===== src/rtl/core/vn2_pkg.sv =====
`timescale 1ns / 1ps
// ============================================================================
// vn2_pkg
// shared types and constants for the 2d value noise pipeline
// ============================================================================
package vn2_pkg;

    localparam int GRID_SIDE_DEF = 256;
    localparam int TABLE_DEPTH   = 65536;
    localparam int TABLE_AW      = 16;
    localparam int VAL_W         = 16;
    localparam int POINT_W       = 32;
    localparam int FRAC_W        = 16;
    localparam int EASE_W        = 17;

    typedef enum logic {
        CMD_WRITE = 1'b0,
        CMD_EVAL  = 1'b1
    } cmd_t;

    // lattice write carried down to the memory stage
    typedef struct packed {
        logic                en;
        logic [TABLE_AW-1:0] index;
        logic [VAL_W-1:0]    value;
    } wr_req_t;

    // four corner values of one lattice cell
    typedef struct packed {
        logic [VAL_W-1:0] c00;
        logic [VAL_W-1:0] c10;
        logic [VAL_W-1:0] c01;
        logic [VAL_W-1:0] c11;
    } corners_t;

endpackage


===== src/rtl/core/vn2_ease.sv =====
`timescale 1ns / 1ps
// ============================================================================
// vn2_ease
// three-stage smoothstep 3t^2-2t^3 of a q0.16 fraction, rounded to q1.16
// ============================================================================
module vn2_ease (
    input  logic                       clk,
    input  logic                       load_a,
    input  logic                       load_b,
    input  logic                       load_c,
    input  logic [vn2_pkg::FRAC_W-1:0] frac,
    output logic [vn2_pkg::EASE_W-1:0] eased
);
    import vn2_pkg::*;

    localparam logic [17:0] EASE_K = 18'd196608;
    localparam logic [50:0] ROUND  = 51'h0_8000_0000;

    logic [31:0]       sq_reg;
    logic [17:0]       wgt_reg;
    logic [49:0]       prod_reg;
    logic [50:0]       rounded;
    logic [EASE_W-1:0] eased_reg;

    always_ff @(posedge clk)
    begin
        if (load_a)
        begin
            sq_reg  <= 32'(frac) * 32'(frac);
            wgt_reg <= EASE_K - 18'({frac, 1'b0});
        end
        if (load_b)
        begin
            prod_reg <= 50'(sq_reg) * 50'(wgt_reg);
        end
        if (load_c)
        begin
            eased_reg <= rounded[48:32];
        end
    end

    assign rounded = 51'(prod_reg) + ROUND;
    assign eased   = eased_reg;

endmodule


===== config.mk =====
export PLATFORM = sky130hd
export DESIGN_NAME = vn2_ease
export DESIGN_NICKNAME = d
export VERILOG_FILES = /design/src/rtl/core/vn2_pkg.sv /design/src/rtl/core/vn2_ease.sv
export SDC_FILE = /design/constraint.sdc
export NUM_CORES = 2
export LEC_CHECK = 0
export BUFFER_PORTS_ARGS = -buffer_cell sky130_fd_sc_hd__buf_2
export CAP_MARGIN = 20
export CORE_UTILIZATION = 35
export CTS_BUF_LIST = sky130_fd_sc_hd__clkbuf_8
export CTS_CLUSTER_DIAMETER = 80
export DETAILED_ROUTE_END_ITERATION = 8
export GPL_ROUTABILITY_DRIVEN = 0
export PLACE_DENSITY = 0.56
export SLEW_MARGIN = 20
export SYNTH_ARGS = -nofsm -noshare
export SYNTH_HDL_FRONTEND = slang
export SYNTH_SLANG_ARGS = --single-unit

===== constraint.sdc =====
create_clock -name clk -period 20.9 [get_ports clk]
set_input_delay 3.135 -clock clk [delete_from_list [all_inputs] [get_ports clk]]
set_output_delay 3.135 -clock clk [all_outputs]
set_load 0.05 [all_outputs]

# After elaboration in Yosys (flattened, before gate mapping)
# Cells that the tools add are included.
[op_classes] n_addsub=2 n_mul=2
[ops] operator="$add 49x32->49 const B" count=1
[ops] operator="$mul 32x18->49" count=1
[ops] operator="$mul 16x16->32" count=1
[ops] operator="$sub 18x17->18 const A" count=1
[word_totals] register_bits=116 output_inout_bits=17 word_cells=8

# Longest topological paths before layout
[depth] word_depth=1 mapped_depth=25 mapped_depth_nobuf=23

# Least setup slack after synthesis
# Ideal clock, no wire load.
[synth_timing] path_kind="in2reg" startpoint="in frac[13] (netlist name)" endpoint="reg sq_reg[30] (data pin)" setup_ps=285 arrival_time_ps=8786 path_slack_ps=11829 cell_stages=22 path_cell_list="clkbuf_1 > buf_1 > nand2_1 > fa_1 > inv_1 > fa_1 > inv_1 > fa_1 > inv_1 > fa_1 > inv_1 > fa_1 > inv_1 > fa_1 > ha_1 > o21a_1 > nor2_1 > or3b_2 > a31o_2 > o31a_1 > o21ai_1 > o311ai_0"
[synth_via] elab_chain_len=1
[synth_rtl] element="start, declared" line="vn2_ease.sv:11" rtl="input logic [vn2_pkg::FRAC_W-1:0] frac,"
[synth_rtl] element="$mul 16x16->32" line="vn2_ease.sv:29" rtl="sq_reg <= 32'(frac) * 32'(frac);"
[synth_rtl] element="end signal, assigned" line="vn2_ease.sv:29"
[synth_rtl] element="end, declared" line="vn2_ease.sv:19" rtl="logic [31:0] sq_reg;"
# No other way between the ends.
# A chain may end at the register's enable or synchronous reset.

# Final worst setup path
[layout_timing] startpoint="in frac[7] (netlist name)" endpoint="reg sq_reg[27] (data pin)"
# Same word-level chain as after synthesis.

==> impl_results.md <==
* Die Width at 279 µm
* Fin area at 28100 µm²
* Io pins at 37
* Fraction of layout instances using a drive strength above 1 at under 10%
* Fin. max-slew vios at 0
* Vias in the first global route at 20500
* Global-route wire length before repair at between 100000 and 150000 µm
* DIE HEIGHT at about 280 µm
* Filler cells at around 7800
* Die area at approximately 78000 µm²
* Hold-fix buffers at CTS at 0
* Post-route ant nets at 0
* Vias at 18400
* Tot GR Track Use at 17.7%
* Max reg flops at 31
* Ys flop type: edfxtp_1
* Total Wirelength at 64100 µm
* Register area at 2460 µm²
* Initial antenna violation count at 0
* YS warnings at 0
* IO buf count at 36
* Row cnt at between 100 and 150
* Fmax at around 110 MHz
* Total nets after synthesis at around 3800
* Multi-input gate area at ~21000 µm²
* Area added between synthesis and finish at 4.98%
* Synth top area cells: fa_1, ha_1, inv_1, edfxtp_1, and2_1
* Req. time, crit path at about 21000 ps
* Ant. Diodes at 0
* CTS Buf Count at 9
* Hold Startpoint: prod_reg[48]
* H-tree Lvls at 3
* Reg2reg start: wgt_reg[14]
* Syn Std Cell Area at roughly 27000 µm²
* Async SR Flop Fraction at 0%
* Relative slew slack at approximately two fifths
* Clock root buffer: clkbuf_8
* Post-synth EDFFs at between 80 and 90
* Clk_lat worst skew at 400 ps
* Routed wire per std cell at ~17 µm
* CTS resizes at 0
* Core Footprint at roughly 76000 µm²
* Setup Buffers After CTS at 0
* RSZ-0062 raised after global routing: false
* WS Path Type: primary input to flop
* First-pass iteration count of the detailed router at 5
* Worst Setup Start Kind: primary input
* Register area share after synthesis at 9.20%
* Max FO, Critical Path at 16
* Synth top area share at between 40% and 50%
* Via density per instance at between 4 and 5
* Hold/Removal Path Class: flop to flop
* Drt initial violations at 1062
* Final Critical Period at between 9000 and 10000 ps
* CTS tree: built
* Setup crit start: frac[7]
* Unique masters post-synth at between 50 and 60
* Setup crit end kind: flop
* Largest net degree at the start of global routing at 48
* Initial core utilization at a little over a third
* Status: complete, no violations
* Max-Cap Viols at 0
* Max clock buf depth at 2
* Final Setup Violations at 0
* Period utilization at between 40% and 50%
* Post-DP HPWL at 49600 µm
* Total Neg Setup Slack at 0 ps
* Clock Skews at roughly 14 ps
* Worst Tran Pin Value at roughly 910 ps
* Crit path arrival time at between 9000 and 10000 ps
* Post-synth top area cell: fa_1
* Final #Nets at between 3000 and 4000
* Synthesized instance count at just under 3000
* Grt ovf at 0
* FF+latch count, synth at slightly above 80
* CTS sink cnt at 82
* Clk slew on worst S/H paths at ~90 ps
* DP Area at 27900 µm²
* Syn avg cell area at between 9 and 10 µm²
* DRC at 0
* Final hold violation count at 0
-- layout make-up --
type / instances / area share, %
clock buffers: 9 / 0.441
multi-input cells: 1939 / 74.8
clock inverters: 7 / 0.165
repair buffers: 62 / 1.34
inverters: 756 / 10.1
well taps: 978 / 4.35
flip-flops and latches: 82 / 8.76
-- kinds of logic after synthesis --
family	count (synthesis)	share of synthesized area [%]
and+or+nand+nor	825	15.1
muxes	2	0.0795
adders and majority gates	845	56.2
xor gates and xnor gates	84	2.75
AOI/OAI and AO/OA	183	4.43
buffers and inverters	872	12.2
DFF	82	9.20
-- worst max-delay path: stages --
cell and delay (ps):
buf_2 350, inv_1 250, nor2_1 290, fa_1 460
inv_1 90, fa_1 380, inv_1 60, ha_1 130
inv_1 50, fa_1 490, inv_1 50, fa_1 520
inv_1 50, fa_1 470, inv_1 40, ha_1 350
a21o_1 180, a211oi_1 70, nor3_1 350, a41oi_1 290
a211oi_1 630, nor3b_2 150, o31ai_1 320, xor2_1 130
-- stage by stage --
| stage | cells | hold slack (ps) | worst slack (ps) | utilization, % |
|---|---|---|---|---|
| after floorplan | 2893 | 527 | 11830 | - |
| after global placement | 3817 | 537 | 11440 | 36.8 |
| after detailed placement | 3817 | 538 | 11380 | 36.8 |
| after CTS | 3833 | 559 | 11810 | 37.1 |
| after global routing | 3833 | 579 | 11280 | 37.1 |
| final | 3833 | 554 | 11740 | 37.1 |
-- routing by layer --
metal / vias up / routed length (µm) / track usage (%)
li1: 8442 / - / -
met1: 9504 / 28200 / 23.0
met2: 366 / 32200 / 31.6
met3: 84 / 2200 / 1.43
met4: 0 / 1530 / 4.93
met5: - / 0 / 0
-- synthesized netlist by cell type, types with 8 or more instances --
cell	count
inv_1	754
fa_1	595
nand2_1	379
and2_1	296
ha_1	250
clkbuf_1	114
edfxtp_1	82
a21oi_1	61
xnor2_1	61
nor2_1	49
nand3_1	29
a21o_1	28
o21ai_0	25
xor2_1	23
nand4_1	19
nor3_1	17
o21bai_1	11
o21a_1	9
a211oi_1	8
a31oi_1	8
nor4_1	8
-- cell usage in the layout, fill, tap and decap left out, drive strengths merged, types with 11 or more instances in the layout --
| cell | netlist | layout |
|---|---|---|
| a21o | 30 | 30 |
| a21oi | 61 | 61 |
| and2 | 296 | 296 |
| buf | 2 | 62 |
| edfxtp | 82 | 82 |
| fa | 595 | 595 |
| ha | 250 | 250 |
| inv | 754 | 756 |
| nand2 | 379 | 379 |
| nand3 | 29 | 29 |
| nand4 | 19 | 19 |
| nor2 | 49 | 49 |
| nor3 | 17 | 17 |
| o21ai | 26 | 26 |
| o21bai | 11 | 11 |
| xnor2 | 61 | 61 |
| xor2 | 23 | 23 |
-- final timing paths --
path | slack [ps] | cells past startpoint | to
worst min register to register | 550 | 1 | eased[16]
worst max register to register | 13730 | 19 | prod_reg[43]
worst min-delay path | 550 | 1 | eased[16]
worst max-delay path | 11740 | 24 | sq_reg[27]
Power is left out: the tool's default activity adds up to more than one toggle a clock period on the data nets, which glitch-free logic cannot reach.
