===== src/rtl/core/vn2_pkg.sv =====
`timescale 1ns / 1ps
// ============================================================================
// vn2_pkg
// shared types and constants for the 2d value noise pipeline
// ============================================================================
package vn2_pkg;

    localparam int GRID_SIDE_DEF = 256;
    localparam int TABLE_DEPTH   = 65536;
    localparam int TABLE_AW      = 16;
    localparam int VAL_W         = 16;
    localparam int POINT_W       = 32;
    localparam int FRAC_W        = 16;
    localparam int EASE_W        = 17;

    typedef enum logic {
        CMD_WRITE = 1'b0,
        CMD_EVAL  = 1'b1
    } cmd_t;

    // lattice write carried down to the memory stage
    typedef struct packed {
        logic                en;
        logic [TABLE_AW-1:0] index;
        logic [VAL_W-1:0]    value;
    } wr_req_t;

    // four corner values of one lattice cell
    typedef struct packed {
        logic [VAL_W-1:0] c00;
        logic [VAL_W-1:0] c10;
        logic [VAL_W-1:0] c01;
        logic [VAL_W-1:0] c11;
    } corners_t;

endpackage


===== src/rtl/core/vn2_lerp.sv =====
`timescale 1ns / 1ps
// ============================================================================
// vn2_lerp
// two-stage linear blend of two q0.16 values, rounded half up and clamped
// ============================================================================
module vn2_lerp (
    input  logic                       clk,
    input  logic                       load_a,
    input  logic                       load_b,
    input  logic [vn2_pkg::VAL_W-1:0]  val_a,
    input  logic [vn2_pkg::VAL_W-1:0]  val_b,
    input  logic [vn2_pkg::EASE_W-1:0] wgt,
    output logic [vn2_pkg::VAL_W-1:0]  blended
);
    import vn2_pkg::*;

    localparam logic [EASE_W-1:0] ONE_Q16 = 17'h1_0000;

    logic [32:0]      prod_a_reg;
    logic [32:0]      prod_b_reg;
    logic [33:0]      sum;
    logic [VAL_W-1:0] blended_reg;

    always_ff @(posedge clk)
    begin
        if (load_a)
        begin
            prod_a_reg <= 33'(val_a) * 33'(ONE_Q16 - wgt);
            prod_b_reg <= 33'(val_b) * 33'(wgt);
        end
        if (load_b)
        begin
            blended_reg <= (sum[33:16] > 18'd65535) ? 16'hFFFF : sum[31:16];
        end
    end

    assign sum     = 34'(prod_a_reg) + 34'(prod_b_reg) + 34'd32768;
    assign blended = blended_reg;

endmodule


===== config.mk =====
export PLATFORM = sky130hd
export DESIGN_NAME = vn2_lerp
export DESIGN_NICKNAME = d
export VERILOG_FILES = /design/src/rtl/core/vn2_pkg.sv /design/src/rtl/core/vn2_lerp.sv
export SDC_FILE = /design/constraint.sdc
export NUM_CORES = 2
export LEC_CHECK = 0
export BUFFER_PORTS_ARGS = -buffer_cell sky130_fd_sc_hd__buf_4
export CORE_MARGIN = 3
export CORE_UTILIZATION = 30
export CTS_CLUSTER_DIAMETER = 40
export DETAILED_ROUTE_END_ITERATION = 10
export SLEW_MARGIN = 20
export SYNTH_ARGS = -nofsm -noshare
export SYNTH_HDL_FRONTEND = slang
export SYNTH_SLANG_ARGS = --single-unit

===== constraint.sdc =====
create_clock -name clk -period 13.9 [get_ports clk]
set_input_delay 2.085 -clock clk [delete_from_list [all_inputs] [get_ports clk]]
set_output_delay 2.085 -clock clk [all_outputs]
set_load 0.005 [all_outputs]

# Word level (Yosys, flattened, before mapping)
# Cells that the tools add are included.
[op_classes] add_sub_neg=3 n_mul=2 magnitude_cmp=1
[op_table] cell="33-bit by 33-bit adder with 34-bit output" n=1
[op_table] cell="34-bit by 16-bit adder with 34-bit output, second input constant" n=1
[op_table] cell="16-bit by 17-bit multiplier with 33-bit output" n=1
[op_table] cell="17-bit by 18-bit multiplier with 33-bit output" n=1
[op_table] cell="18-bit by 16-bit greater-than comparator with 1-bit output, second input constant" n=1
[op_table] cell="17-bit by 17-bit subtractor with 18-bit output, first input constant" n=1
[word_totals] regBits=82 in_bits=52 output_inout_bits=16 wordCells=9

# Depth between registers and ports, before layout
[depth] word_depth=3 depth_mapped=30 depth_no_buf=27

# Worst setup path after synthesis
# Ideal clock, no wire load.
[synth_timing] path_type="input to register" startpoint="input wgt[5] in the netlist's numbering" endpoint="register prod_a_reg[32] (data pin)" setup_ns=0.260 arrival_ns=9.163 required_time_ns=13.640 path_slack_ns=4.477 cell_stages=27 path_buffers=3 path_cell_list="clkbuf_1 -> or4_1 -> nor3_1 -> nor4b_2 -> nand2_1 -> o21a_1 -> clkbuf_1 -> nand2_1 -> inv_1 -> fa_1 -> inv_1 -> fa_1 -> clkbuf_1 -> xor2_1 -> xnor2_1 -> fa_1 -> fa_1 -> inv_1 -> fa_1 -> inv_1 -> ha_1 -> a21oi_1 -> nand2_1 -> o221a_2 -> a211o_1 -> a21oi_1 -> xnor2_1"
[synth_via] elab_chain_len=2
[synth_rtl] item="start, declared" line="vn2_lerp.sv:12" rtl="input logic [vn2_pkg::EASE_W-1:0] wgt,"
[synth_rtl] item="17-bit by 17-bit subtractor with 18-bit output" line="vn2_lerp.sv:28" rtl="prod_a_reg <= 33'(val_a) * 33'(ONE_Q16 - wgt);"
[synth_rtl] item="17-bit by 18-bit multiplier with 33-bit output" line="vn2_lerp.sv:28"
[synth_rtl] item="end signal, assigned" line="vn2_lerp.sv:28"
[synth_rtl] item="end, declared" line="vn2_lerp.sv:19" rtl="logic [32:0] prod_a_reg;"
# Every way passes these cells.
# A chain may end at the register's enable or synchronous reset.

# Final worst setup path
[layout_timing] startpoint="input wgt[5] in the netlist's numbering" endpoint="register prod_a_reg[31] (data pin)"
# The elaborated chain is that of the path after synthesis.

==> key figures <==
Hold path
  – Worst Hold Depth: 4
  – Hold WC Path Type: flip-flop to flip-flop

Clock tree
  – Hold_buf cts: 0
  – Setup bufs post-CTS: 0
  – Clock Tree Root: clkbuf_16
  – Reg clk slew, reported paths: 0.07 ns
  – Htree depth: 3
  – Clock Sinks: 82
  – Total CTS buffers: 9
  – Gates resized, CTS repair: 0
  – CTS Buffer Depth: 2
  – CTS tree: done
  – Clk_lat worst skew: 0.36 ns

Synth
  – Syn Area/Cell: 9.29 µm²
  – Post-synthesis instance area: 0.0242 mm²
  – Post-synth ARST share: 0%
  – Synth unique cells: 71
  – EDFF count, synth: 82
  – Yosys reg bits: 82
  – Post-synth top flop: edfxtp_1
  – Seq/Total Area, Yosys: 10.2%
  – Syn Nets: 3391
  – Syn. warnings: 0
  – Synth Instances: 2601

Critical path
  – Max FO, Critical Path: 18
  – Reg2Reg Depth: 11
  – Worst Setup SP: wgt[5]
  – Slowest-stage cell, CP: xor2_2
  – Worst Setup Path Type: input port to flip-flop
  – RR Startpoint: prod_a_reg[2]$_DFFE_PP_
  – Worst R2R Setup Slack: 9.81 ns
  – Setup crit end: prod_a_reg[31]$_DFFE_PP_
  – Reg2reg end: blended[15]$_SDFFCE_PN1P_
  – Setup crit start kind: input port
  – CP most frequent cell: fa_1
  – Crit-path max cell delay: 0.68 ns
  – Critical Path RT: 14.01 ns
  – Setup crit end kind: flip-flop
  – Critical Path AT: 10.34 ns

STA
  – Worst-margin pin slew: 0.983 ns
  – Worst Skew: 0.00652 ns
  – Fmax: 97.7 MHz
  – RSZ-0062 raised after global routing: no
  – Min cycle time layout: 10.24 ns
  – Pins over their slew limit: 0
  – Hold Fails Final Rpt: 0
  – Slew margin rel.: 34.1%
  – Crit share post-route: 73.7%
  – Total Neg Setup Slack: 0 ns
  – Final setup fails: 0

Finish
  – Final #Nets: 3375
  – Layout area overhead: 7.57%
  – Share of cells above drive strength 1: 4.98%

Outcome
  – Status: complete, no violations

Routing
  – Initial DRC Count: 871
  – Via count: 16.9k
  – Drt pass-1 iters: 5
  – Total Wirelength: 57600 µm
  – Routed Antenna Nets: 0
  – # DRC: 0
  – Routed len/inst: 15.8 µm
  – DR vias/cell: 4.63

Die
  – Num rows: 103
  – Die H: 290 µm
  – Core area: 0.0794 mm²
  – Die area: 0.0840 mm²
  – Initial Utilization: 30.4%
  – IO Pins: 68
  – DIE WIDTH: 290 µm

Global routing
  – Number of global-route vias before repair: 18.3k
  – Antenna violations before repair: 2
  – Largest net degree at the start of global routing: 67
  – All-Layer GR Usage: 14.5%
  – First-pass GRT wire length: 97000 µm
  – Total gr overflow: 0

Placement
  – DP HPWL: 46200 µm
  – Gpl congestion: 0.812
  – PortBufs: 67

Run
  – Number of max-cap violations: 0
-- metal layers --
layer,vias up,track usage (%),part of all wire [%],wire length [µm]
li1,7807,-,-,-
met4,0,2.81,1.7,982
met2,235,24.9,49,28000
met1,8772,19.9,46,26700
met5,-,0,0,0
met3,57,1.62,3.2,1870
-- cells by family after synthesis --
family,share of synthesized area [%]
flops,10.2
simple gates,14.7
buf+inv,11.3
compound gates,6.56
fa+ha+maj,53.2
xor+xnor,3.95
-- worst max-delay path: cells and delay by family --
family,cells,cell delay (ns)
XOR/XNOR,2,0.82
buffers and inverters,5,0.43
AND/OR/NAND/NOR,8,2.38
adder cells (fa/ha/maj),7,3.06
AO/OA/AOI/OAI,4,1.55
-- cell type report --
type / count / area (µm²)
fillers: 8362 / 53400
multi-input cells: 1793 / 19000
flip-flops and latches: 82 / 2460
inverters: 621 / 2330
well taps: 1050 / 1310
repair buffers: 78 / 586
clock buffers: 9 / 225
clock inverters: 7 / 53.8
diodes: 2 / 5.00
-- cells in the final DEF, fill, tap and decap left out, drive strengths merged, types with 3 or more instances in the layout --
cell,count
nand3,6
o21ai,61
xor2,36
ha,255
buf,78
a221oi,4
or3,3
inv,623
clkinv,4
nand2b,9
a21o,32
clkbuf,9
o31a,3
nor2,47
o21a,13
fa,483
nand4,4
a211o,3
nand2,330
o21bai,8
nand3b,4
a31oi,9
o31ai,3
nor4,4
and3,11
nor3,19
and2,264
xnor2,73
a2111oi,3
nor2b,7
a21oi,52
a211oi,7
and4,3
o211ai,5
edfxtp,82
-- metrics by stage --
step	worst slack, ns	hold slack (ns)	cell area, µm²	util [%]	instances
global placement	3.05	0.927	25700	32.4	3624
global route	3.22	1.00	26000	32.7	3640
CTS	3.66	0.935	26000	32.7	3640
finish	3.66	0.924	26000	32.7	3642
detailed placement	3.30	0.917	25700	32.4	3624
floorplan	4.48	0.796	24200	-	2601
-- synthesized netlist by cell type (6+ instances only) --
| cell | n | area (µm²) |
|---|---|---|
| a21o_1 | 31 | 233 |
| a21oi_1 | 51 | 255 |
| a31oi_1 | 9 | 56.3 |
| and2_1 | 263 | 1650 |
| and3_1 | 11 | 68.8 |
| buf_1 | 10 | 37.5 |
| clkbuf_1 | 93 | 349 |
| edfxtp_1 | 82 | 2460 |
| fa_1 | 483 | 9670 |
| ha_1 | 255 | 3190 |
| inv_1 | 621 | 2330 |
| nand2_1 | 330 | 1240 |
| nand2b_1 | 9 | 56.3 |
| nand3_1 | 6 | 30.0 |
| nor2_1 | 46 | 173 |
| nor2b_1 | 7 | 43.8 |
| nor3_1 | 19 | 95.1 |
| o21a_1 | 13 | 97.6 |
| o21ai_0 | 38 | 190 |
| o21ai_1 | 13 | 65.1 |
| o21ai_2 | 10 | 87.6 |
| o21bai_1 | 8 | 60.1 |
| xnor2_1 | 73 | 639 |
| xor2_1 | 36 | 315 |
-- how the worst min path moves through the flow --
stage,startpoint,end,slack [ns]
floorplan,prod_b_reg[23]$_DFFE_PP_,blended[7]$_SDFFCE_PN1P_,0.80
global placement,prod_b_reg[17]$_DFFE_PP_,blended[1]$_SDFFCE_PN1P_,0.93
detailed placement,prod_b_reg[17]$_DFFE_PP_,blended[1]$_SDFFCE_PN1P_,0.92
CTS,prod_b_reg[17]$_DFFE_PP_,blended[1]$_SDFFCE_PN1P_,0.94
global route,prod_b_reg[23]$_DFFE_PP_,blended[7]$_SDFFCE_PN1P_,1.00
finish,prod_b_reg[23]$_DFFE_PP_,blended[7]$_SDFFCE_PN1P_,0.92
Power is left out: the tool's default activity adds up to more than one toggle a clock period on the data nets, which glitch-free logic cannot reach.
