==> src/rtl/core/vn2_pkg.sv <==
`timescale 1ns / 1ps
// ============================================================================
// vn2_pkg
// shared types and constants for the 2d value noise pipeline
// ============================================================================
package vn2_pkg;

    localparam int GRID_SIDE_DEF = 256;
    localparam int TABLE_DEPTH   = 65536;
    localparam int TABLE_AW      = 16;
    localparam int VAL_W         = 16;
    localparam int POINT_W       = 32;
    localparam int FRAC_W        = 16;
    localparam int EASE_W        = 17;

    typedef enum logic {
        CMD_WRITE = 1'b0,
        CMD_EVAL  = 1'b1
    } cmd_t;

    // lattice write carried down to the memory stage
    typedef struct packed {
        logic                en;
        logic [TABLE_AW-1:0] index;
        logic [VAL_W-1:0]    value;
    } wr_req_t;

    // four corner values of one lattice cell
    typedef struct packed {
        logic [VAL_W-1:0] c00;
        logic [VAL_W-1:0] c10;
        logic [VAL_W-1:0] c01;
        logic [VAL_W-1:0] c11;
    } corners_t;

endpackage

==> src/rtl/core/vn2_wrap.sv <==
`timescale 1ns / 1ps
// ============================================================================
// vn2_wrap
// two-stage floor modulo of a signed 16-bit integer part by the grid side
// ============================================================================
module vn2_wrap #(
    parameter int GRID_SIDE = vn2_pkg::GRID_SIDE_DEF
) (
    input  logic                          clk,
    input  logic                          load_a,
    input  logic                          load_b,
    input  logic [15:0]                   ipart,
    output logic [$clog2(GRID_SIDE)-1:0]  cell_idx
);
    import vn2_pkg::*;

    localparam int          CW     = $clog2(GRID_SIDE);
    localparam logic [31:0] RECIP  = 32'((64'd1 << 32) / GRID_SIDE);
    localparam int          OFF    = 32768 % GRID_SIDE;
    localparam logic [CW:0] SIDE_R = (CW+1)'(GRID_SIDE);
    localparam logic [CW:0] OFF_R  = (CW+1)'(OFF);
    localparam logic [31:0] SIDE_W = 32'(GRID_SIDE);

    logic [15:0]   biased;
    logic [47:0]   quot_prod;
    logic [15:0]   quot_reg;
    logic [15:0]   biased_reg;
    logic [31:0]   rem_full;
    logic [CW:0]   rem;
    logic [CW:0]   rem_red;
    logic [CW:0]   cell_next;
    logic [CW-1:0] cell_reg;

    // bias by 2^15 so the dividend is unsigned
    assign biased    = {~ipart[15], ipart[14:0]};
    assign quot_prod = 48'(biased) * 48'(RECIP);

    always_ff @(posedge clk)
    begin
        if (load_a)
        begin
            quot_reg   <= quot_prod[47:32];
            biased_reg <= biased;
        end
    end

    // quotient estimate is exact or one low, so remainder is below twice the side
    always_comb
    begin
        rem_full = {16'b0, biased_reg} - 32'(quot_reg) * SIDE_W;
        rem      = rem_full[CW:0];
        rem_red  = (rem >= SIDE_R) ? (rem - SIDE_R) : rem;
        // remove the bias modulo the side
        if (rem_red >= OFF_R)
        begin
            cell_next = rem_red - OFF_R;
        end
        else
        begin
            cell_next = rem_red + SIDE_R - OFF_R;
        end
    end

    always_ff @(posedge clk)
    begin
        if (load_b)
        begin
            cell_reg <= cell_next[CW-1:0];
        end
    end

    assign cell_idx = cell_reg;

endmodule

==> config.mk <==
export PLATFORM = sky130hd
export DESIGN_NAME = vn2_wrap
export DESIGN_NICKNAME = d
export VERILOG_FILES = /design/src/rtl/core/vn2_pkg.sv /design/src/rtl/core/vn2_wrap.sv
export SDC_FILE = /design/constraint.sdc
export NUM_CORES = 1
export LEC_CHECK = 0
export ABC_AREA = 1
export BUFFER_PORTS_ARGS = -buffer_cell sky130_fd_sc_hd__buf_4
export CORE_MARGIN = 3
export CORE_UTILIZATION = 30
export DETAILED_ROUTE_END_ITERATION = 7
export SYNTH_ARGS = -nofsm -noshare
export SYNTH_HDL_FRONTEND = slang
export SYNTH_SLANG_ARGS = --single-unit
==> constraint.sdc <==
create_clock -name clk -period 1.05 [get_ports clk]
set_clock_uncertainty 0.15 [all_clocks]
set_input_delay 0.21 -clock clk [delete_from_list [all_inputs] [get_ports clk]]
set_output_delay 0.21 -clock clk [all_outputs]
set_load 0.05 [all_outputs]
Word-level counts from Yosys, hierarchy flattened
Cells that the tools add are included.

Add/sub/neg operators: 3. Order comparisons: 2. Muxes and demuxes: 2.

Operators by type and width (count): >= comparator 9 x 1 -> 1 bit (second input constant) (1); >= comparator 9 bit (second input constant) (1); 2-to-1 mux 9 bit (1); subtractor 9 bit (1); subtractor 9 bit (second input constant) (1); adder 8 x 1 -> 8 bit (second input constant) (1); 2-to-1 mux 8 bit (1).

Bits in registers: 18. Input bits: 19. Output and inout port bits: 8.

Longest topological paths before layout
Gate-level depths: netlist (run 1).

Word-level depth: 5. Gate-level depth with buffers: 0. Depth with buffers taken out: 0.

Worst setup path after synthesis (run 1)
No wires, ideal clock.

Path kind: flip-flop to output port. Start: register cell_reg[0], in the netlist cell_idx[0]. End: output cell_idx[0]. Arrival: 601 ps. Required time: 690 ps. Setup slack: 89 ps. Stages on the path, launching flop included: 1. Path buffers: 0. Cells stage by stage: edfxtp_1.

RTL lines: start: declaration (line vn2_wrap.sv:32) `logic [CW-1:0] cell_reg;`; start signal: assignment (line vn2_wrap.sv:68) `cell_reg <= cell_next[CW-1:0];`; end: declaration (line vn2_wrap.sv:13) `output logic [$clog2(GRID_SIDE)-1:0] cell_idx`.

No word-level cell between the ends.

Final worst setup path (run 1)
Start: register cell_reg[5], in the netlist cell_idx[5]. End: output cell_idx[5].

No word-level cell between the ends.

==> key figures, run 1 <==
Outcome
  • Status: finished with violations
  • Failing checks: setup timing

Critical path
  • Crit-path cells: buf_6
  • CP startpoint kind: register
  • Crit path max fanout: 1
  • Critical path data required time: 0.69 ns
  • CP max stage delay: approximately 0.4 ns
  • CP Capture Type: output port
  • CP top delay family: flip-flops
  • Worst path buffer plus inverter count: 1
  • Slowest library cell on the worst path: edfxtp_1
  • WP data arrival: around 0.84 ns
  • CP Class: register to output port

CTS
  • Worst-path clk slew: around 0.08 ns
  • H-tree lvl count: 1
  • CTS buffer count: 3
  • Clock root buffer master: clkbuf_4
  • Num Clock Sinks: 16
  • Setup repair bufs after CTS: 0
  • Max Buffers Root-to-Sink: 2
  • CTS tree: done
  • Worst-Skew Late Latency: 0.28 ns

Power
  • P_int: 975 uW
  • Clk network pwr share: 24.7%
  • Sw Pwr: 285 uW
  • Worst vdd ir: approximately 0.78 mV
  • Sw Ratio: 22.6%
  • PwrDens: 1630 mW/mm^2
  • Logic gate share of total power: between 10% and 20%
  • Leakage Power: 0.302 nW
  • Sequential power share: between 60% and 70%

Route
  • Routed WL: 661 um
  • Routed vias: 251
  • # DRC: 0
  • Vias per cell: 4.11
  • DRT antenna net count: 0
  • First-pass iteration count of the detailed router: 2
  • Routed length per instance: between 10 and 15 um
  • Starting DRT DRC Count: 2

Global route
  • Initial antenna violation count: 0
  • Total track usage: under 10%
  • GRT overflow: 0
  • Largest net degree at the start of global routing: 10
  • First-pass GRT wire length: 1130 um
  • Vias in the first global route: 293

Die
  • Die Y: 46.0 um
  • Placeable Area: approximately 0.0014 mm^2
  • Total I/O pin count: 27
  • Initial Util: 34.3%
  • Site Rows: 13
  • Die footprint: 0.00212 mm^2
  • Die X: 46.0 um

Cells and area
  • Layout cells sized above 1: 45.7%
  • Fill cells: 108
  • P&R area growth vs syn: 60.4%
  • Most common cell after layout, fill and taps aside: edfxtp_1
  • Fin cells: 61
  • N_diodes: 0
  • Final net count: 66
  • Comb_multi_in: 0
  • Area of the multi-input gates: 0 um^2
  • Commonest cells after routing, fill and taps aside: 16 x edfxtp_1, 10 x buf_4, 8 x dlygate4sd3_1, 8 x buf_6, 3 x clkbuf_4

Place
  • Global placer's final weighted congestion: 0.554
  • Cells after DPL: between 40 and 50
  • Place WS: 0.129 ns
  • Port Buffers: 18

Timing
  • RSZ-0062 raised after global routing: yes
  • Achievable Freq: 832 MHz
  • Setup ws final: -0.152 ns
  • Hold Violations, Final: 0
  • Slew headroom: about 93%
  • Final worst path period need: around 1.2 ns
  • Final setup fails: 8
  • Worst slew pin tran: 0.109 ns
  • Final max-slew violation count: 0
  • Final period util: 115%

Run
  • Max Cap Violations: 0

Yosys
  • Post-synth top area share: 100%
  • Mean Syn Cell Area: between 30 and 40 um^2
  • Synthesized Nets: 35
  • #FFs+latches synth: 16
  • YS warnings: 0
  • Synth top area cells: edfxtp_1 100%
  • Sequential-to-total area share from yosys stat: between 90% and 100%
  • Synth cell types: 1
  • Mapped Cells: 16
  • Synth area leader: edfxtp_1
  • Cell area after synthesis: 480 um^2

Min path
  • Worst Hold Class: input port to register
[final timing paths]
check                          startpoint               endpoint  slack [ns]  depth (start not counted)
hold reg to reg   biased_reg[7]$_DFFE_PP_  cell_idx[7]$_DFFE_PP_        0.28                          0
setup reg to reg  biased_reg[4]$_DFFE_PP_  cell_idx[4]$_DFFE_PP_        0.28                          0
hold / removal                     load_b  cell_idx[4]$_DFFE_PP_        0.05                          1
setup / recovery    cell_idx[5]$_DFFE_PP_            cell_idx[5]       -0.15                          1
[area by class of cell]
cell class / count / area [um^2] / area share (%)
Clock buffer: 3 / 22.5 / 2.92
Clock inverter: 1 / 3.75 / 0.487
Sequential cell: 16 / 480 / 62.3
Tap cell: 15 / 18.8 / 2.44
Timing Repair Buffer: 26 / 245 / 31.8
[synth_stat cells, drive strengths merged]
library cell and count:
edfxtp 16
[power groups by stage]
| stage | Clock (mW) | Combinational [mW] | Sequential [mW] |
|---|---|---|---|
| after floorplan | 0 | 0 | 0.854 |
| after global placement | 0 | 0.140 | 0.780 |
| after detailed placement | 0 | 0.143 | 0.784 |
| after CTS | 0.324 | 0.178 | 0.774 |
| after global routing | 0.358 | 0.185 | 0.778 |
| final | 0.311 | 0.177 | 0.772 |
[logic make-up (layout without fill, tap and decap cells)]
| group | count (synthesis) | in the layout | synth area share (%) |
|---|---|---|---|
| buf+inv | 0 | 30 | 0 |
| flops | 16 | 16 | 100 |
[routing by layer]
layer	track usage (%)	vias to the layer above	wire [um]
li1	-	124	-
met1	7.91	109	237
met4	5.11	0	0
met5	0	-	0
met2	13.7	18	335
met3	3.56	0	88
[what timing repair did]
item	4_1_cts	5_1_grt
hold buffers	8	0
resized for setup	8	0
setup endpoints to repair	8	8
endpoints found under the hold margin	8	0
gates cloned	0	0
[per-stage QoR]
stage	hold slack [ns]	total power, mW	cell area [um^2]	utilization, %	setup TNS (ns)
6_report	0.0493	1.26	771	55.1	-1.13
5_1_grt	0.0380	1.32	771	55.1	-1.50
4_1_cts	0.0448	1.28	771	55.1	-1.25
3_5_place_dp	0.239	0.927	634	45.3	0
3_3_place_gp	0.239	0.920	634	45.3	0
2_1_floorplan	0.159	0.854	480	-	0
(Power assumes the default switching activity.)
==> inputs of run 2 (changes only) <==
- CORE_UTILIZATION: 30 -> 35
- PLACE_DENSITY: unset -> 0.66
==> run 2 against run 1 <==
Core utilization grew 8.7 points. Largest cell class unchanged. Global-route usage is 0.57 points higher. Sequential share of layout area increased by 0.41 points. Final cell count is 3.3% lower. Non-clock buffer count is the same. Critical path depth unchanged. Largest power group unchanged. The run still ends with setup timing left. Count of clock-buffer cells in the layout is the same. Critical path type unchanged. Combinational power about the same. First-iteration DRC count fell by 50%. Highest routed layer unchanged.
==> key figures, run 2 (synthesis results as in run 1) <==
Critical path
  • Reg2reg start: biased_reg[0]$_DFFE_PP_
  • Setup crit end: cell_idx[3]
  • CP Depth: 1 (unchanged)
  • CP Class: register to output port
  • CP Capture Type: output port
  • Slowest library cell on the worst path: edfxtp_1
  • Crit path max fanout: 1 (unchanged)
  • CP max stage delay: 0.39 ns (about the same)
  • Reg2reg path depth: 0 (unchanged)
  • WP data arrival: 0.82 ns (-0.02 ns)
  • Worst path buffer plus inverter count: 1 (unchanged)
  • R2r setup slk: 0.27 ns (about the same)
  • CP startpoint kind: register
  • Critical path startpoint: cell_idx[3]$_DFFE_PP_
  • Critical path data required time: 0.69 ns (about the same)
  • RR Endpoint: cell_idx[0]$_DFFE_PP_
  • Crit-path cells: buf_6
  • CP top delay family: flip-flops

Global route
  • Total track usage: 8.69% (+0.57 points)
  • First-pass GRT wire length: 1160 um (+2.5%)
  • Vias in the first global route: 286 (-2.4%)
  • GRT overflow: 0 (unchanged)
  • Initial antenna violation count: 0 (unchanged)
  • Largest net degree at the start of global routing: 9 (-1)

Outcome
  • Failing checks: setup timing
  • Status: finished with violations

Cells and area
  • Layout cells sized above 1: 46.7% (+1.0 points)
  • N_diodes: 0 (unchanged)
  • P&R area growth vs syn: 59.4%
  • Final net count: 66 (unchanged)
  • Commonest cells after routing, fill and taps aside: 16 x edfxtp_1, 10 x buf_4, 8 x dlygate4sd3_1, 8 x buf_6, 3 x clkbuf_4
  • Comb_multi_in: 0 (unchanged)
  • Area of the multi-input gates: 0 um^2 (unchanged)
  • Most common cell after layout, fill and taps aside: edfxtp_1
  • Fin cells: 59 (-3.3%)

Timing
  • RSZ-0062 raised after global routing: yes
  • Hold Violations, Final: 0 (unchanged)
  • Final worst path period need: 1.18 ns (-0.0190 ns)
  • Worst slew pin tran: 0.108 ns (-0.000647 ns)
  • Slew headroom: 92.8% (about the same)
  • Achievable Freq: 845 MHz (+1.6%)
  • Final max-slew violation count: 0 (unchanged)
  • Setup ws final: -0.133 ns (+0.0190 ns)
  • Hold_ws: 0.0577 ns (+0.00843 ns)
  • Final period util: 113% (-1.8 points)
  • Final setup fails: 8 (unchanged)

CTS
  • Num Clock Sinks: 16 (unchanged)
  • Worst-Skew Late Latency: 0.27 ns (about the same)
  • CTS buffer count: 3 (unchanged)
  • Max Buffers Root-to-Sink: 2 (unchanged)
  • CTS tree: done
  • H-tree lvl count: 1 (unchanged)
  • Clock root buffer master: clkbuf_4
  • Setup repair bufs after CTS: 0 (unchanged)
  • Worst-path clk slew: 0.08 ns (about the same)

Die
  • Die footprint: 0.00185 mm^2 (-12%)
  • Die Y: 43.1 um (-6.5%)
  • Die X: 43.1 um (-6.5%)
  • Placeable Area: 0.00120 mm^2 (-14%)
  • Site Rows: 12 (-1)
  • Initial Util: 40.0% (+5.7 points)
  • Total I/O pin count: 27 (unchanged)

Place
  • Place WS: 0.134 ns (+0.00542 ns)
  • Port Buffers: 18 (unchanged)
  • Cells after DPL: 48 (-2.0%)
  • Global placer's final weighted congestion: 0.575 (+3.8%)

Route
  • First-pass iteration count of the detailed router: 2 (unchanged)
  • Vias per cell: 4.24 (+3.0%)
  • Starting DRT DRC Count: 1 (-1)
  • # DRC: 0 (unchanged)
  • Routed vias: 250 (-0.40%)
  • Routed length per instance: 10.8 um (+0.11%)
  • Routed WL: 640 um (-3.2%)
  • DRT antenna net count: 0 (unchanged)

Min path
  • Worst Hold Class: input port to register

Run
  • Max Cap Violations: 0 (unchanged)

Power
  • Leakage Power: 0.300 nW (-0.52%)
  • PwrDens: 1610 mW/mm^2 (-1.4%)
  • Worst vdd ir: 0.923 mV (+18%)
-- run 2: changes by cell type in the layout (fill, tap and decap cells not counted), sizes merged --
cell,before,now
clkinv,1,0
-- run 2: worst min-delay path by stage --
stage,start,to,depth (start not counted)
detailed placement,ipart[2],biased_reg[2]$_DFFE_PP_,1
global placement,ipart[5],biased_reg[5]$_DFFE_PP_,1
finish,load_b,cell_idx[5]$_DFFE_PP_,1
CTS,load_b,cell_idx[2]$_DFFE_PP_,1
floorplan,ipart[0],biased_reg[0]$_DFFE_PP_,0
global route,load_b,cell_idx[1]$_DFFE_PP_,1
-- run 2: report_power, final --
group	leakage (nW)	total, mW	switching, mW	internal, mW
Combinational	0.130	0.178	0.0978	0.0802
Sequential	0.157	0.771	0.0146	0.757
Clock	0.0138	0.285	0.152	0.132
-- run 2: what timing repair did --
item                                    in CTS  in global routing
endpoints found under the hold margin        8                  0
resized for setup                            8                  0
endpoints found under the setup margin       8                  8
hold buffers                                 8                  0
-- run 2: final cells by class --
cell class	count	area [um^2]
flip-flops and latches	16	480
repair buffers	26	245
well taps	14	17.5
clock buffers	3	22.5
fillers	86	435
-- run 2: layer usage --
layer | routed length (um) | up-vias | part of all wire (%) | GRT usage [%]
met1 | 199 | 109 | 31 | 8.84
met5 | 0 | - | 0 | 0
met3 | 89 | 0 | 14 | 2.97
met4 | 0 | 0 | 0 | 3.61
li1 | - | 123 | - | -
met2 | 351 | 18 | 55 | 15.9
-- run 2: per-stage QoR --
stage / area [um^2] / TNS [ns] / power [mW] / utilization (%)
2_1_floorplan: 480 / 0 / 0.854 / -
3_3_place_gp: 633 / 0 / 0.919 / 52.7
3_5_place_dp: 633 / 0 / 0.926 / 52.7
4_1_cts: 766 / -1.10 / 1.25 / 63.7
5_1_grt: 766 / -1.36 / 1.31 / 63.7
6_report: 766 / -0.980 / 1.23 / 63.7
